===== config.mk =====
export PLATFORM = sky130hd
export DESIGN_NAME = three_class_strict_priority_queue_unit
export DESIGN_NICKNAME = d
export VERILOG_FILES = /design/src/tcpq_pkg.sv /design/src/tcpq_ram.sv /design/src/tcpq_ctrl.sv /design/src/three_class_strict_priority_queue_unit.sv
export SDC_FILE = /design/constraint.sdc
export NUM_CORES = 1
export LEC_CHECK = 0
export BUFFER_PORTS_ARGS = -buffer_cell sky130_fd_sc_hd__buf_2
export CORE_AREA = 5 5 387 389
export DETAILED_ROUTE_END_ITERATION = 7
export DIE_AREA = 0 0 392 394
export PLACE_DENSITY_LB_ADDON = 0.15
export SYNTH_ARGS = -nofsm -noshare
export SYNTH_HDL_FRONTEND = slang
export SYNTH_HIERARCHICAL = 1
export SYNTH_SLANG_ARGS = --single-unit

===== constraint.sdc =====
create_clock -name clk -period 5.97 [get_ports clk]
set_clock_uncertainty 0.15 [all_clocks]
set_input_delay 0.597 -clock clk [delete_from_list [all_inputs] [get_ports clk]]
set_output_delay 0.597 -clock clk [all_outputs]
set_load 0.03 [all_outputs]

===== src/tcpq_pkg.sv =====
// Shared constants, types and helpers for the three-class priority queue.
`timescale 1ns / 1ps
`default_nettype none

package tcpq_pkg;

  localparam int QUEUE_DEPTH = 16;
  localparam int DATA_WIDTH  = 32;
  localparam int NUM_CLASSES = 3;

  localparam int PAYLOAD_W = 32;
  localparam int CLASS_W   = 2;
  localparam int STATUS_W  = 3;
  localparam int TOTAL_W   = 6;
  localparam int ACTION_W  = 1;

  localparam int PTR_W     = (QUEUE_DEPTH > 1) ? $clog2(QUEUE_DEPTH) : 1;
  localparam int CNT_W     = $clog2(QUEUE_DEPTH + 1);
  localparam int MEM_DEPTH = NUM_CLASSES * QUEUE_DEPTH;
  localparam int ADDR_W    = $clog2(MEM_DEPTH);

  localparam int IN_TUSER_W  = ACTION_W + CLASS_W;
  localparam int OUT_FIELD_W = PAYLOAD_W + CLASS_W + TOTAL_W;
  localparam int OUT_TDATA_W = ((OUT_FIELD_W + 7) / 8) * 8;

  localparam logic [ACTION_W-1:0] ACT_PUSH = 1'b0;
  localparam logic [ACTION_W-1:0] ACT_POP  = 1'b1;

  localparam logic [STATUS_W-1:0] ST_OK        = 3'd0;
  localparam logic [STATUS_W-1:0] ST_BAD_CLASS = 3'd1;
  localparam logic [STATUS_W-1:0] ST_FULL      = 3'd2;
  localparam logic [STATUS_W-1:0] ST_EMPTY     = 3'd3;
  localparam logic [STATUS_W-1:0] ST_STOPPED   = 3'd4;

  localparam logic [TOTAL_W-1:0] TOTAL_MAX = TOTAL_W'(MEM_DEPTH);

  typedef struct packed {
    logic              wr_en;
    logic              rd_en;
    logic [ADDR_W-1:0] addr;
  } ram_req_t;

  typedef struct packed {
    logic [STATUS_W-1:0] status;
    logic                pop_ok;
    logic [CLASS_W-1:0]  cls;
    logic [TOTAL_W-1:0]  total;
  } result_t;

  function automatic logic [PTR_W-1:0] ptr_inc(input logic [PTR_W-1:0] ptr);
    ptr_inc = (ptr == PTR_W'(QUEUE_DEPTH - 1)) ? '0 : ptr + 1'b1;
  endfunction

  function automatic logic [ADDR_W-1:0] mem_addr(input int cls, input logic [PTR_W-1:0] ptr);
    mem_addr = ADDR_W'(cls * QUEUE_DEPTH) + ADDR_W'(ptr);
  endfunction

endpackage

`default_nettype wire


===== src/tcpq_ram.sv =====
// Single-port synchronous RAM with registered read data.
`timescale 1ns / 1ps
`default_nettype none

module tcpq_ram #(
  parameter int DEPTH = 48,
  parameter int WIDTH = 32
) (
  input  wire logic                     clk,
  input  wire logic                     wr_en,
  input  wire logic                     rd_en,
  input  wire logic [$clog2(DEPTH)-1:0] addr,
  input  wire logic [WIDTH-1:0]         wr_data,
  output logic      [WIDTH-1:0]         rd_data
);

  logic [WIDTH-1:0] mem [DEPTH];

  always_ff @(posedge clk) begin
    if (wr_en) begin
      mem[addr] <= wr_data;
    end
    if (rd_en) begin
      rd_data <= mem[addr];
    end
  end

endmodule

`default_nettype wire


===== src/tcpq_ctrl.sv =====
// Per-class head, tail and count registers with push and pop decisions.
`timescale 1ns / 1ps
`default_nettype none

module tcpq_ctrl
  import tcpq_pkg::*;
(
  input  wire logic                clk,
  input  wire logic                rst,
  input  wire logic                accept,
  input  wire logic [ACTION_W-1:0] action,
  input  wire logic [CLASS_W-1:0]  cls,
  input  wire logic                stop,
  output ram_req_t                 req,
  output result_t                  res
);

  logic [PTR_W-1:0] heads      [NUM_CLASSES];
  logic [PTR_W-1:0] tails      [NUM_CLASSES];
  logic [CNT_W-1:0] counts     [NUM_CLASSES];
  logic [PTR_W-1:0] heads_next [NUM_CLASSES];
  logic [PTR_W-1:0] tails_next [NUM_CLASSES];
  logic [CNT_W-1:0] counts_next[NUM_CLASSES];
  ram_req_t         req_raw;
  logic             found;
  logic [TOTAL_W-1:0] sum;

  always_comb begin
    heads_next  = heads;
    tails_next  = tails;
    counts_next = counts;
    req_raw     = '0;
    res         = '0;
    res.status  = ST_OK;
    found       = 1'b0;
    sum         = '0;
    if (action == ACT_PUSH) begin
      if (int'(cls) >= NUM_CLASSES) begin
        res.status = ST_BAD_CLASS;
      end else begin
        for (int c = 0; c < NUM_CLASSES; c++) begin
          if (CLASS_W'(c) == cls) begin
            if (counts[c] == CNT_W'(QUEUE_DEPTH)) begin
              res.status = ST_FULL;
            end else begin
              req_raw.wr_en  = 1'b1;
              req_raw.addr   = mem_addr(c, tails[c]);
              tails_next[c]  = ptr_inc(tails[c]);
              counts_next[c] = counts[c] + 1'b1;
            end
          end
        end
      end
    end else if (stop) begin
      res.status = ST_STOPPED;
    end else begin
      res.status = ST_EMPTY;
      for (int c = 0; c < NUM_CLASSES; c++) begin
        if (!found && counts[c] != '0) begin
          found          = 1'b1;
          res.status     = ST_OK;
          res.pop_ok     = 1'b1;
          res.cls        = CLASS_W'(c);
          req_raw.rd_en  = 1'b1;
          req_raw.addr   = mem_addr(c, heads[c]);
          heads_next[c]  = ptr_inc(heads[c]);
          counts_next[c] = counts[c] - 1'b1;
        end
      end
    end
    for (int c = 0; c < NUM_CLASSES; c++) begin
      sum = sum + TOTAL_W'(counts_next[c]);
    end
    res.total = sum;
    req       = req_raw;
    req.wr_en = req_raw.wr_en & accept;
    req.rd_en = req_raw.rd_en & accept;
  end

  always_ff @(posedge clk) begin
    if (rst) begin
      for (int c = 0; c < NUM_CLASSES; c++) begin
        heads[c]  <= '0;
        tails[c]  <= '0;
        counts[c] <= '0;
      end
    end else if (accept) begin
      heads  <= heads_next;
      tails  <= tails_next;
      counts <= counts_next;
    end
  end

endmodule

`default_nettype wire


===== src/three_class_strict_priority_queue_unit.sv =====
// Top level of the three-class strict priority queue.
//
// Requests arrive on the s_ channel: s_tuser carries the action (push or pop) and the
// priority class, s_tdata the payload word. Each request yields exactly one result on
// the m_ channel: m_tuser carries the status, m_tdata the popped word, its class and
// the total number of words held after the request.
// Payload words live in a single-port RAM of three classes by sixteen entries; its read
// data is registered, so a result passes through the pending stage and then the output
// register before it appears on m_tvalid.
// Throughput is one request per cycle while m_tready stays high: one request sits in
// the pending stage waiting for RAM read data while the output register holds the
// previous result.
// When m_tready is low the output register holds its result, the pending stage fills
// and s_tready drops until the output drains.
// cfg_wr_en writes the stop flag; while set, pops return status stopped.
// rst (synchronous, active high) empties every class and clears the stop flag; the
// RAM needs no clearing pass and the block takes requests in the cycle after reset.
`timescale 1ns / 1ps
`default_nettype none

module three_class_strict_priority_queue_unit
  import tcpq_pkg::*;
(
  input  wire logic                   clk,
  input  wire logic                   rst,
  input  wire logic                   s_tvalid,
  output logic                        s_tready,
  input  wire logic [PAYLOAD_W-1:0]   s_tdata,   // payload_in
  input  wire logic [IN_TUSER_W-1:0]  s_tuser,   // action, priority_class
  output logic                        m_tvalid,
  input  wire logic                   m_tready,
  output logic      [OUT_TDATA_W-1:0] m_tdata,   // payload_out, popped_class, total_held
  output logic      [STATUS_W-1:0]    m_tuser,   // status
  input  wire logic                   cfg_wr_en,
  input  wire logic                   cfg_wr_data
);

  logic                  stop;
  logic                  accept;
  logic                  move;
  logic                  pend_valid;
  result_t               pend_res;
  result_t               res;
  ram_req_t              req;
  logic [DATA_WIDTH-1:0] rd_data;
  logic [STATUS_W-1:0]   out_status;
  logic [PAYLOAD_W-1:0]  out_payload;
  logic [CLASS_W-1:0]    out_cls;
  logic [TOTAL_W-1:0]    out_total;

  assign move     = pend_valid && (!m_tvalid || m_tready);
  assign s_tready = !pend_valid || move;
  assign accept   = s_tvalid && s_tready;

  tcpq_ctrl u_ctrl (
    .clk    (clk),
    .rst    (rst),
    .accept (accept),
    .action (s_tuser[ACTION_W-1:0]),
    .cls    (s_tuser[IN_TUSER_W-1:ACTION_W]),
    .stop   (stop),
    .req    (req),
    .res    (res)
  );

  tcpq_ram #(
    .DEPTH (MEM_DEPTH),
    .WIDTH (DATA_WIDTH)
  ) u_ram (
    .clk     (clk),
    .wr_en   (req.wr_en),
    .rd_en   (req.rd_en),
    .addr    (req.addr),
    .wr_data (DATA_WIDTH'(s_tdata)),
    .rd_data (rd_data)
  );

  always_ff @(posedge clk) begin
    if (rst) begin
      stop       <= 1'b0;
      pend_valid <= 1'b0;
      m_tvalid   <= 1'b0;
    end else begin
      if (cfg_wr_en) begin
        stop <= cfg_wr_data;
      end
      if (accept) begin
        pend_valid <= 1'b1;
      end else if (move) begin
        pend_valid <= 1'b0;
      end
      if (move) begin
        m_tvalid <= 1'b1;
      end else if (m_tready) begin
        m_tvalid <= 1'b0;
      end
    end
  end

  always_ff @(posedge clk) begin
    if (accept) begin
      pend_res <= res;
    end
    if (move) begin
      out_status  <= pend_res.status;
      out_payload <= pend_res.pop_ok ? PAYLOAD_W'(rd_data) : '0;
      out_cls     <= pend_res.cls;
      out_total   <= pend_res.total;
    end
  end

  assign m_tdata = OUT_TDATA_W'({out_total, out_cls, out_payload});
  assign m_tuser = out_status;

endmodule

`default_nettype wire


==> results.md <==
* Status: completed
* Fill cells at 12,000
* Non-Filler Instances at 6,048
* Register clock-pin slew on the reported worst setup and hold paths at 0.06 ns
* Final WS setup at 0.521 ns
* Largest cells by area after synthesis: edfxtp_1, a221oi_1, mux2i_1
* Vias in the first global route at 37,100
* Worst-Margin Slew at 1.25 ns
* Nets at 4,036
* Crit Reg-Reg Startpoint: u_ctrl/counts[0]
* Top cell types by occurrence after synthesis: edfxtp_1, a221oi_1, mux2i_1
* Largest net degree at the start of global routing at 119
* First-pass GRT wire length at 289 mm
* Mapped Nets at 3,802
* Req. time, crit path at 6.36 ns
* Reg-to-reg slack, setup at 0.52 ns
* Multi-input logic area at 0.0146 mm2
* DR pass1 iterations at 6
* Endpoints failing setup at 0
* Fin. Hold Viols at 0
* All-Layer GR Usage at 0.264
* Sequential area share after synthesis at 0.761
* Ys Warns at 6
* Synth-to-Final Area Change at 15.3%
* Antenna Violating Nets Remaining at 0
* Worst Setup Start Kind: flip-flop
* MaxCap Viol Count at 0
* Fin. max-slew vios at 0
* Crit end category: flip-flop
* Number of synthesized flops with an enable pin at 1,623
* Cell with the most instances after synthesis: edfxtp_1
* Chip Width at 392 um
* Die Footprint at 0.154 mm2
* Worst-skew pair later-pin latency at 0.83 ns
* Placed Area at 0.0695 mm2
* IO Pins at 86
* Root buffer cell: clkbuf_16
* IO buf count at 85
* Final period util at 0.913
* Post-CTS Setup Inserts at 0
* Reg area at 0.0496 mm2
* Area leader, netlist: edfxtp_1
* Leakage at 0.0236 uW
* Starting density of the core at 0.445
* Worst Reg-to-Reg Cells at 14
* Asr flop ratio synth at 0
* CORE AREA at 0.146 mm2
* Post-route DRC at 0
* Number of antenna violations at the first check in global routing at 14
* CTS Buf Count at 173
* Dominant synthesized flop cell: edfxtp_1
* #FFs+latches synth at 1,665
* CTS tree: yes
* Top-area cell type share of the netlist area at 0.748
* Kind of critical path: reg -> reg
* Pre-CTS WS at 0.643 ns
* Fin crit period at 5.45 ns
* CTS sink cnt at 1,665
* Clock buffer depth at 3
* Iteration-0 DRC count of the detailed router at 4,526
* Worst VDD drop at 0.221 mV
* Final wirelength at 206 mm
* Cell area after synthesis at 0.0651 mm2
* Highest clock rate at 184 MHz
* Routed length per instance at 34.1 um
* Normalized max-slew margin at 0.165
* Via density per instance at 6.39
* Max H-tree Level at 4
* Crit. Startpoint: u_ctrl/counts[0]
* Pwr Density at 357 mW/mm2
* # rows at 141
* Reg-to-reg endpoint: u_ram/rd_data[8]
* Design area at 0.0751 mm2
* RSZ-0062 raised after global routing: false
* Arr. time, crit path at 5.84 ns
* Cells after synthesis at 3,739
* Worst Hold Class: in -> reg
* Syn avg cell area at 17.4 um2
* Worst Setup EP: u_ram/rd_data[8]
* Die H at 394 um
* GPL Wtd Cong at 0.844
* Share of post-route cells with drive strength above 1 at 0.205
* Total chip power at 26,800 uW
* Via count at 38,700
* DP Wirelength at 122 mm
* Global route overflow at 0
* Cell variety after synth at 89
* TNS Setup at 0 ns
* Placed insts at 5,723
* Max FO, Critical Path at 25
sequential cells by signal, indices dropped and copies added (netlist names):
signal and cells:
u_ram/mem 1536, out_payload 32, u_ram/rd_data 32, u_ctrl/counts 15
pend_res 12, u_ctrl/heads 12, u_ctrl/tails 12, out_total 6
m_tuser 3, out_cls 2, m_tvalid 1, pend_valid 1
stop 1
per-layer routing:
metal	wire [um]	part of all wire	track usage
met1	84800	0.41	0.374
met2	98500	0.48	0.426
met3	16900	0.082	0.0427
met4	6260	0.030	0.0784
met5	13	0.000063	0
power breakdown:
group          switching [uW]  total [uW]  internal, uW  leakage, uW
Combinational            2090        3090           997      0.00591
Clock                    4540       10600          6090      0.00270
Sequential               79.9       13100         13000       0.0150
Total                    6710       26800         20100       0.0236
cell usage in the layout, fill, tap and decap left out, types with 30 or more instances in the layout:
master     count
nor2_1       119
nor2_4        51
mux2_2       110
dfxtp_1       42
a221o_1       30
a221oi_1     282
mux2i_1      172
mux4_2        56
nand2_1      148
buf_12        48
edfxtp_1    1623
a22oi_1      106
clkbuf_16    173
and2_2        34
o21ai_0      110
a21oi_1       57
nand3_1       37
buf_4        184
o22ai_1       68
clkinv_1      48
clkbuf_1      36
buf_2         85
logic make-up (layout without fill, tap and decap cells):
family,Yosys count,after routing,synth area share
buffers and inverters,295,667,0.0235
XOR/XNOR,16,16,0.00215
AO/OA/AOI/OAI,843,843,0.0990
other,0,7,0
adder cells (fa/ha/maj),22,22,0.00492
multiplexers,341,341,0.0654
AND/OR/NAND/NOR,557,557,0.0438
flip-flops,1665,1665,0.761
area by class of cell:
class	count	area share
Antenna cell	7	0.000233
Clock buffer	209	0.0595
Clock inverter	104	0.0146
Inverter	32	0.00170
Multi-Input combinational cell	1779	0.194
Sequential cell	1665	0.660
Tap cell	1930	0.0322
Timing Repair Buffer	322	0.0375
timing repair:
action / CTS / global route
hold buffers: 5 / 0
hold endpoints to repair: 3 / 0
gates resized for setup: 0 / 0
how the worst min path moves through the flow:
stage | slack, ns | cells after the start | to | startpoint
global route | 0.17 | 3 | stop | rst
CTS | 0.13 | 3 | u_ctrl/tails[2] | rst
floorplan | 0.25 | 0 | m_tuser[0] | pend_res[9]
global placement | 0.25 | 0 | m_tuser[0] | pend_res[9]
finish | 0.17 | 3 | u_ctrl/tails[2] | rst
detailed placement | 0.26 | 0 | out_total[0] | pend_res[0]
critical path, cell delays in order, from the launching register on:
cell	delay (ns)
dfxtp_1	0.35
inv_1	0.10
ha_1	0.24
nor4b_2	0.68
nor2_1	0.25
a221oi_1	0.45
o32ai_4	0.37
buf_4	0.33
buf_4	0.18
nand2b_2	0.48
buf_4	0.52
o21ai_0	0.17
a221oi_1	0.35
a311o_1	0.35
nand4_1	0.13
through the flow:
step | util | hold slack, ns
2_1_floorplan | - | 0.250
3_3_place_gp | 0.474 | 0.251
3_5_place_dp | 0.474 | 0.256
4_1_cts | 0.513 | 0.126
5_1_grt | 0.513 | 0.171
6_report | 0.513 | 0.170
(Power assumes the default switching activity.)
